`src/rtl/core/xysmp_pkg.sv`:
```
`default_nettype none
package xysmp_pkg;

	localparam int DIV_W = 52;
	localparam int DVS_W = 32;
	localparam int CNT_W = 6;

	localparam int CLOCK_HZ_DEF = 16000000;
	localparam logic [23:0] COMPARE_MAX = 24'hFFFFFF;

	localparam logic [15:0] PPR_RST = 16'd1000;
	localparam logic [7:0] PITCH_RST = 8'd8;
	localparam logic [19:0] BASE_RST = 20'd10000;
	localparam logic [19:0] MIN_RST = 20'd100;

	typedef enum logic [1:0] {
		CFG_PPR = 2'd0,
		CFG_PITCH = 2'd1,
		CFG_BASE = 2'd2,
		CFG_MIN = 2'd3
	} cfg_idx_t;

	typedef enum logic [2:0] {
		ST_IDLE,
		ST_LOAD,
		ST_WAIT,
		ST_NEXT,
		ST_OUT
	} state_t;

	typedef enum logic [2:0] {
		OP_PX,
		OP_PY,
		OP_RATIO,
		OP_CMPX,
		OP_CMPY
	} op_t;

	typedef struct packed {
		logic start;
		logic [CNT_W-1:0] iters;
	} div_ctl_t;

	typedef struct packed {
		logic busy;
		logic done;
	} div_sts_t;

endpackage
`default_nettype wire

```
`src/rtl/core/xysmp_div.sv`:
```
`default_nettype none
// restoring divider, one quotient bit per cycle, dividend MSB-aligned
module xysmp_div (
	input wire logic clk,
	input wire logic arst_n,
	input wire xysmp_pkg::div_ctl_t ctl,
	input wire logic [xysmp_pkg::DIV_W-1:0] dividend,
	input wire logic [xysmp_pkg::DVS_W-1:0] divisor,
	output xysmp_pkg::div_sts_t sts,
	output logic [xysmp_pkg::DIV_W-1:0] quotient
);

	logic [xysmp_pkg::CNT_W-1:0] cnt_q;
	logic done_q;
	logic [xysmp_pkg::DIV_W-1:0] dvd_q;
	logic [xysmp_pkg::DIV_W-1:0] quo_q;
	logic [xysmp_pkg::DVS_W-1:0] rem_q;
	logic [xysmp_pkg::DVS_W-1:0] dvs_q;
	logic [xysmp_pkg::DVS_W:0] shifted;
	logic [xysmp_pkg::DVS_W:0] diff;
	logic fits;

	assign shifted = {rem_q, dvd_q[xysmp_pkg::DIV_W-1]};
	assign fits = shifted >= {1'b0, dvs_q};
	assign diff = shifted - {1'b0, dvs_q};

	always_ff @(posedge clk or negedge arst_n) begin
		if (!arst_n) begin
			cnt_q <= '0;
			done_q <= 1'b0;
		end else begin
			done_q <= 1'b0;
			if (ctl.start) begin
				cnt_q <= ctl.iters;
			end else if (cnt_q != '0) begin
				cnt_q <= cnt_q - 1'b1;
				if (cnt_q == xysmp_pkg::CNT_W'(1)) begin
					done_q <= 1'b1;
				end
			end
		end
	end

	always_ff @(posedge clk) begin
		if (ctl.start) begin
			dvd_q <= dividend;
			dvs_q <= divisor;
			rem_q <= '0;
			quo_q <= '0;
		end else if (cnt_q != '0) begin
			dvd_q <= {dvd_q[xysmp_pkg::DIV_W-2:0], 1'b0};
			rem_q <= fits ? diff[xysmp_pkg::DVS_W-1:0] : shifted[xysmp_pkg::DVS_W-1:0];
			quo_q <= {quo_q[xysmp_pkg::DIV_W-2:0], fits};
		end
	end

	assign sts.busy = cnt_q != '0;
	assign sts.done = done_q;
	assign quotient = quo_q;

endmodule
`default_nettype wire

```
`src/rtl/core/xy_stepper_move_planner.sv`:
```
`default_nettype none
// channel | direction | handshake           | payload
// in      | input     | in_valid / in_stall  | target_x, target_y
// out     | output    | out_valid / out_stall| dir, pulses, enable, compare per axis
// cfg     | input     | cfg_we               | cfg_index, cfg_data
//
// A move runs two step-count divisions, a ratio division when an axis is slowed,
// and one division for each enabled compare value, all through the shared
// bit-serial divider. in_stall is high from acceptance until the result beat is
// taken. Reset restores the register defaults and zeroes both positions.
module xy_stepper_move_planner #(
	parameter int CLOCK_HZ = xysmp_pkg::CLOCK_HZ_DEF
) (
	input wire logic clk,
	input wire logic arst_n,
	input wire logic in_valid,
	output logic in_stall,
	input wire logic [15:0] target_x,
	input wire logic [15:0] target_y,
	output logic out_valid,
	input wire logic out_stall,
	output logic dir_x,
	output logic dir_y,
	output logic [31:0] pulses_x,
	output logic [31:0] pulses_y,
	output logic enable_x,
	output logic enable_y,
	output logic [23:0] compare_x,
	output logic [23:0] compare_y,
	input wire logic cfg_we,
	input wire logic [1:0] cfg_index,
	input wire logic [19:0] cfg_data
);

	localparam int CLK_W = $clog2(CLOCK_HZ + 1);
	localparam int DW = xysmp_pkg::DIV_W;

	xysmp_pkg::state_t state_q, state_d;
	xysmp_pkg::op_t op_q, op_d;

	logic [15:0] ppr_q;
	logic [7:0] pitch_q;
	logic [19:0] base_q;
	logic [19:0] min_q;
	logic [15:0] pos_x_q, pos_y_q;
	logic [15:0] dist_x_q, dist_y_q;
	logic dir_x_q, dir_y_q;
	logic [31:0] px_q, py_q;
	logic [19:0] fx_q, fy_q;
	logic [23:0] cmp_x_q, cmp_y_q;
	logic slow_y_q;

	logic accept;
	logic en_x, en_y;
	logic need_x, need_y;
	logic [7:0] pitch_eff;
	logic [31:0] mul_a;
	logic [19:0] mul_b;
	logic [51:0] product;
	logic [DW-1:0] quotient;
	logic [DW-1:0] quo_m1;
	logic [23:0] cmp_val;
	logic [DW-1:0] dividend;
	logic [31:0] divisor;
	logic div_start;
	logic [xysmp_pkg::CNT_W-1:0] div_iters;
	xysmp_pkg::div_ctl_t div_ctl;
	xysmp_pkg::div_sts_t div_sts;

	assign accept = in_valid && !in_stall;
	assign in_stall = state_q != xysmp_pkg::ST_IDLE;
	assign out_valid = state_q == xysmp_pkg::ST_OUT;

	assign en_x = fx_q > min_q;
	assign en_y = fy_q > min_q;
	assign need_y = (px_q > py_q) && (py_q != '0);
	assign need_x = (py_q > px_q) && (px_q != '0);
	assign pitch_eff = (pitch_q == '0) ? 8'd1 : pitch_q;

	// shared multiplier feeding the divider's dividend register
	always_comb begin
		mul_a = {16'd0, dist_x_q};
		mul_b = {4'd0, ppr_q};
		dividend = '0;
		divisor = 32'd1;
		div_iters = xysmp_pkg::CNT_W'(32);
		case (op_q)
			xysmp_pkg::OP_PX: begin
				dividend = {product[31:0], 20'd0};
				divisor = {24'd0, pitch_eff};
			end
			xysmp_pkg::OP_PY: begin
				mul_a = {16'd0, dist_y_q};
				dividend = {product[31:0], 20'd0};
				divisor = {24'd0, pitch_eff};
			end
			xysmp_pkg::OP_RATIO: begin
				mul_a = slow_y_q ? py_q : px_q;
				mul_b = base_q;
				dividend = product;
				divisor = slow_y_q ? px_q : py_q;
				div_iters = xysmp_pkg::CNT_W'(DW);
			end
			xysmp_pkg::OP_CMPX: begin
				dividend = DW'(CLOCK_HZ) << (DW - CLK_W);
				divisor = {11'd0, fx_q, 1'b0};
				div_iters = xysmp_pkg::CNT_W'(CLK_W);
			end
			xysmp_pkg::OP_CMPY: begin
				dividend = DW'(CLOCK_HZ) << (DW - CLK_W);
				divisor = {11'd0, fy_q, 1'b0};
				div_iters = xysmp_pkg::CNT_W'(CLK_W);
			end
			default: begin
				dividend = '0;
			end
		endcase
	end

	assign product = mul_a * mul_b;
	assign div_ctl = {div_start, div_iters};

	xysmp_div u_div (
		.clk(clk),
		.arst_n(arst_n),
		.ctl(div_ctl),
		.dividend(dividend),
		.divisor(divisor),
		.sts(div_sts),
		.quotient(quotient)
	);

	assign quo_m1 = quotient - 1'b1;
	assign cmp_val = (quotient == '0) ? 24'd0 :
		(quo_m1 > DW'(xysmp_pkg::COMPARE_MAX)) ? xysmp_pkg::COMPARE_MAX : quo_m1[23:0];

	always_comb begin
		state_d = state_q;
		op_d = op_q;
		div_start = 1'b0;
		case (state_q)
			xysmp_pkg::ST_IDLE: begin
				if (accept) begin
					state_d = xysmp_pkg::ST_LOAD;
					op_d = xysmp_pkg::OP_PX;
				end
			end
			xysmp_pkg::ST_LOAD: begin
				div_start = 1'b1;
				state_d = xysmp_pkg::ST_WAIT;
			end
			xysmp_pkg::ST_WAIT: begin
				if (div_sts.done) begin
					state_d = xysmp_pkg::ST_NEXT;
				end
			end
			xysmp_pkg::ST_NEXT: begin
				state_d = xysmp_pkg::ST_LOAD;
				case (op_q)
					xysmp_pkg::OP_PX: op_d = xysmp_pkg::OP_PY;
					xysmp_pkg::OP_PY, xysmp_pkg::OP_RATIO: begin
						if (op_q == xysmp_pkg::OP_PY && (need_x || need_y)) begin
							op_d = xysmp_pkg::OP_RATIO;
						end else if (en_x) begin
							op_d = xysmp_pkg::OP_CMPX;
						end else if (en_y) begin
							op_d = xysmp_pkg::OP_CMPY;
						end else begin
							state_d = xysmp_pkg::ST_OUT;
						end
					end
					xysmp_pkg::OP_CMPX: begin
						if (en_y) begin
							op_d = xysmp_pkg::OP_CMPY;
						end else begin
							state_d = xysmp_pkg::ST_OUT;
						end
					end
					default: state_d = xysmp_pkg::ST_OUT;
				endcase
			end
			xysmp_pkg::ST_OUT: begin
				if (!out_stall) begin
					state_d = xysmp_pkg::ST_IDLE;
				end
			end
			default: state_d = xysmp_pkg::ST_IDLE;
		endcase
	end

	always_ff @(posedge clk or negedge arst_n) begin
		if (!arst_n) begin
			state_q <= xysmp_pkg::ST_IDLE;
			op_q <= xysmp_pkg::OP_PX;
			ppr_q <= xysmp_pkg::PPR_RST;
			pitch_q <= xysmp_pkg::PITCH_RST;
			base_q <= xysmp_pkg::BASE_RST;
			min_q <= xysmp_pkg::MIN_RST;
			pos_x_q <= '0;
			pos_y_q <= '0;
		end else begin
			state_q <= state_d;
			op_q <= op_d;
			if (cfg_we) begin
				case (xysmp_pkg::cfg_idx_t'(cfg_index))
					xysmp_pkg::CFG_PPR: ppr_q <= cfg_data[15:0];
					xysmp_pkg::CFG_PITCH: pitch_q <= cfg_data[7:0];
					xysmp_pkg::CFG_BASE: base_q <= cfg_data;
					xysmp_pkg::CFG_MIN: min_q <= cfg_data;
					default: ppr_q <= ppr_q;
				endcase
			end
			if (accept) begin
				pos_x_q <= target_x;
				pos_y_q <= target_y;
			end
		end
	end

	always_ff @(posedge clk) begin
		if (accept) begin
			dir_x_q <= target_x >= pos_x_q;
			dir_y_q <= target_y >= pos_y_q;
			dist_x_q <= (target_x >= pos_x_q) ? target_x - pos_x_q : pos_x_q - target_x;
			dist_y_q <= (target_y >= pos_y_q) ? target_y - pos_y_q : pos_y_q - target_y;
			fx_q <= base_q;
			fy_q <= base_q;
			cmp_x_q <= '0;
			cmp_y_q <= '0;
		end
		if (state_q == xysmp_pkg::ST_NEXT && op_q == xysmp_pkg::OP_PY) begin
			slow_y_q <= need_y;
		end
		if (state_q == xysmp_pkg::ST_WAIT && div_sts.done) begin
			case (op_q)
				xysmp_pkg::OP_PX: px_q <= quotient[31:0];
				xysmp_pkg::OP_PY: py_q <= quotient[31:0];
				xysmp_pkg::OP_RATIO: begin
					if (slow_y_q) begin
						fy_q <= quotient[19:0];
					end else begin
						fx_q <= quotient[19:0];
					end
				end
				xysmp_pkg::OP_CMPX: cmp_x_q <= cmp_val;
				xysmp_pkg::OP_CMPY: cmp_y_q <= cmp_val;
				default: px_q <= px_q;
			endcase
		end
	end

	assign dir_x = dir_x_q;
	assign dir_y = dir_y_q;
	assign pulses_x = px_q;
	assign pulses_y = py_q;
	assign enable_x = en_x;
	assign enable_y = en_y;
	assign compare_x = cmp_x_q;
	assign compare_y = cmp_y_q;

	a_start_idle: assert property (@(posedge clk) disable iff (!arst_n)
		div_ctl.start |-> !div_sts.busy)
		else $error("divider restarted while busy");

	a_cmp_en: assert property (@(posedge clk) disable iff (!arst_n)
		out_valid |-> ((enable_x || compare_x == '0) && (enable_y || compare_y == '0)))
		else $error("compare set on disabled axis");

	a_slow_axis: assert property (@(posedge clk) disable iff (!arst_n)
		(out_valid && pulses_x > pulses_y && pulses_y != '0) |-> (fy_q <= base_q && fx_q == base_q))
		else $error("wrong axis slowed");

	a_wait_busy: assert property (@(posedge clk) disable iff (!arst_n)
		(state_q == xysmp_pkg::ST_WAIT && !div_sts.done) |-> div_sts.busy)
		else $error("waiting on idle divider");

endmodule
`default_nettype wire

```
`config.mk`:
```
export PLATFORM = sky130hd
export DESIGN_NAME = xy_stepper_move_planner
export DESIGN_NICKNAME = d
export VERILOG_FILES = /design/src/rtl/core/xysmp_pkg.sv /design/src/rtl/core/xysmp_div.sv /design/src/rtl/core/xy_stepper_move_planner.sv
export SDC_FILE = /design/constraint.sdc
export NUM_CORES = 2
export LEC_CHECK = 0
export BUFFER_PORTS_ARGS = -buffer_cell sky130_fd_sc_hd__buf_2
export CORE_UTILIZATION = 45
export DETAILED_ROUTE_END_ITERATION = 7
export PLACE_DENSITY_LB_ADDON = 0.1
export SYNTH_ARGS = -nofsm -noshare
export SYNTH_HDL_FRONTEND = slang
export SYNTH_SLANG_ARGS = --single-unit
```
`constraint.sdc`:
```
create_clock -name clk -period 15.16 [get_ports clk]
set_clock_uncertainty 0.2 [all_clocks]
set_input_delay 2.274 -clock clk [delete_from_list [all_inputs] [get_ports clk]]
set_output_delay 2.274 -clock clk [all_outputs]
set_load 0.1 [all_outputs]
```
==> results.ini <==
[run_status]
status = finished, final reports clean

[worst_setup_path]
required_ps = 15360
arrival_ps = 10920
critPathMaxFanout = 38
worst-setup-path-type = reg -> reg
cp-end-kind = flip-flop
startpoint_type = flip-flop
cp_slowest_cell = nand2_1
critPathTopFamily = adder cells
path_buf_inv = 8
crit_top_cell = fa_1
slowest_delay_ps = 830

[synthesis]
synth-edff-count = 183
synth_area_um2 = 46600
synth_flop_cell = edfxtp_1
ys_seq_area_share_pct = 25.1
avgSynthCellArea_um2 = 8.85
yosysUniqueCellTypes = 75
synthArstFlopShare_pct = 23.5
syn-num-nets = 6202
synth_seq_cells = 464
ys_warn_count = 0
synth_cells = 5270

[timing]
slew_headroom_pct = 18.1
hold_viol = 0
fin_setup_tns_ps = 0
fin_crit_ps = 10720
fmax_ghz = 0.0933
worstMarginPinSlew_ps = 1230
period_share_pct = 70.7
grt_setup_unrepaired = no
setup_violations = 0
report.final.slew_viol_count = 0

[place]
hpwlAfterDp_um = 122000
port_buffers = 176
placed_area_um2 = 49000
gp_congestion = 0.951
dp_cells = 6637

[global_route]
grt_pass1_vias = 38170
grt_max_degree = 101
grt_usage_pct = 30.5
gr-total-overflow = 0
antenna_found_initial = 5
grt_pass1_wl_um = 241000

[layout]
final_common_cell = nand2_1
fin_nets = 6255
fin_cells = 6736
finalCoreUtilization_pct = 49.6
fillers = 9938
layout-drive-gt1-share_pct = 9.17
design_area_um2 = 50800
synthToLayoutAreaGrowth_pct = 8.85
layout_common_cells = 820 x nand2_1, 806 x inv_1, 541 x fa_1, 422 x nor2_1, 332 x ha_1

[clock_tree]
cts_made_buffers = 52
root_buffer = clkbuf_16
clkLatencyLatePin_ps = 650
ctsLongestPathBuffers = 3
cts_tree = built
clk_pin_slew_worst_paths_ps = 70
clock_sinks = 464
cts.htree.levels = 2
cts_hold_buf = 0
post_cts_buffers = 0
cts_resized = 0

[die]
die_y_um = 324
ioPinCount = 177
fp.dieW_um = 324
dieArea_um2 = 105000
start_util_pct = 45.6
core-area_um2 = 102000
rows = 117

[job]
max-cap-violations = 0

[worst_hold_path]
hold_class = reg -> reg

[detailed_routing]
drc = 0
drt-initial-drc-count = 3218
post_drt_wl_per_cell_um = 23.4
vias = 38100
drt_wl_total_um = 158000
viasPerCell = 5.66
final_antenna_net_count = 0
first_pass_iters = 6

## state kept, by name, indices dropped and copies added, names as in the netlist, 16 cells and up
name and flops:
u_div.quotient 52, pos_y_q 16, pos_x_q 16, min_q 20, u_div.dvs_q 32, fy_q 20
u_div.rem_q 32, ppr_q 16, compare_x 24, compare_y 24, pulses_y 32, pulses_x 32
fx_q 20, base_q 20, dist_x_q 16, dist_y_q 16, u_div.dvd_q 52
## final timing paths
path / from / to / slack (ps) / cells after the start
setup / recovery: op_q[0] / u_div.dvd_q[44] / 4440 / 30
hold / removal: u_div.quotient[45] / u_div.quotient[45] / 270 / 2
setup reg to reg: op_q[0] / u_div.dvd_q[44] / 4440 / 30
hold reg to reg: u_div.quotient[45] / u_div.quotient[45] / 270 / 2
max in group asynchronous: arst_n / op_q[1] / 11940 / 2
min in group asynchronous: arst_n / pos_y_q[3] / 1520 / 1
## cell families after synthesis
family	synth area share, %
adder cells (fa/ha/maj)	32.1
AO/OA/AOI/OAI	12.9
multiplexers	3.80
buffers and inverters	8.79
AND/OR/NAND/NOR	15.3
XOR/XNOR	2.03
flip-flops	25.1
## cell type report
class	instances	area (µm²)	share of cell area, %
tap	1368	1710	3.37
sequential	464	11700	23.0
timing repair buffer	272	1600	3.16
multi-input combinational	3724	31000	61.1
antenna	1	2.50	0.00493
clock buffer	64	1360	2.67
inverter	809	3040	5.99
clock inverter	34	360	0.710
## through the flow
stage / worst slack [ps] / hold slack [ps]
5_1_grt: 3950 / 295
3_3_place_gp: 4670 / 255
4_1_cts: 4520 / 269
2_1_floorplan: 6110 / 220
3_5_place_dp: 4550 / 260
6_report: 4440 / 268
## worst reg2reg max path: cells and delay by family, from the launching register on
family / cells / cell delay [ps]
flops: 1 / 360
fa+ha+maj: 8 / 4000
simple gates: 8 / 2900
compound gates: 5 / 1400
buf+inv: 8 / 1450
xor+xnor: 1 / 160
## per-layer routing
layer | GRT usage (%) | up-vias | part of all wire, %
li1 | - | 17475 | -
met1 | 43.5 | 19058 | 45
met2 | 47.5 | 1337 | 45
met3 | 4.63 | 226 | 7.0
met4 | 9.18 | 4 | 3.3
met5 | 0 | - | 0.011
## cell usage after synthesis, types with 9 or more instances
| library cell | instances | area share [%] |
|---|---|---|
| a22o_1 | 13 | 0.24 |
| a221o_1 | 68 | 1.5 |
| buf_1 | 22 | 0.18 |
| o31ai_1 | 15 | 0.24 |
| nor2_1 | 426 | 3.4 |
| a211oi_1 | 25 | 0.40 |
| nor3_1 | 89 | 0.95 |
| xnor2_1 | 59 | 1.1 |
| a21boi_0 | 12 | 0.19 |
| o21ai_0 | 212 | 2.3 |
| xor2_1 | 49 | 0.92 |
| and4_1 | 9 | 0.17 |
| dfrtp_1 | 94 | 5.0 |
| a21oi_1 | 295 | 3.2 |
| a221oi_1 | 22 | 0.41 |
| a2111oi_0 | 13 | 0.24 |
| nor2b_1 | 36 | 0.48 |
| nand2b_1 | 15 | 0.20 |
| o21bai_1 | 21 | 0.34 |
| a31oi_1 | 27 | 0.36 |
| clkbuf_1 | 240 | 1.9 |
| nand2_1 | 823 | 6.6 |
| fa_1 | 541 | 23 |
| mux2i_1 | 95 | 2.0 |
| and2_1 | 20 | 0.27 |
| o21a_1 | 14 | 0.23 |
| dfxtp_1 | 172 | 7.4 |
| inv_1 | 807 | 6.5 |
| or3_1 | 20 | 0.27 |
| dfstp_2 | 15 | 0.84 |
| mux2_2 | 73 | 1.8 |
| nand3_1 | 39 | 0.42 |
| o221ai_1 | 18 | 0.34 |
| ha_1 | 332 | 8.9 |
| a22oi_1 | 14 | 0.23 |
| nand4_1 | 37 | 0.50 |
| o211ai_1 | 26 | 0.42 |
| nor4_1 | 39 | 0.52 |
| a311oi_1 | 11 | 0.21 |
| and3_1 | 43 | 0.58 |
| edfxtp_1 | 183 | 12 |
| a21o_1 | 70 | 1.1 |
Power is left out: the tool's default activity adds up to more than one toggle a clock period on the data nets, which glitch-free logic cannot reach.
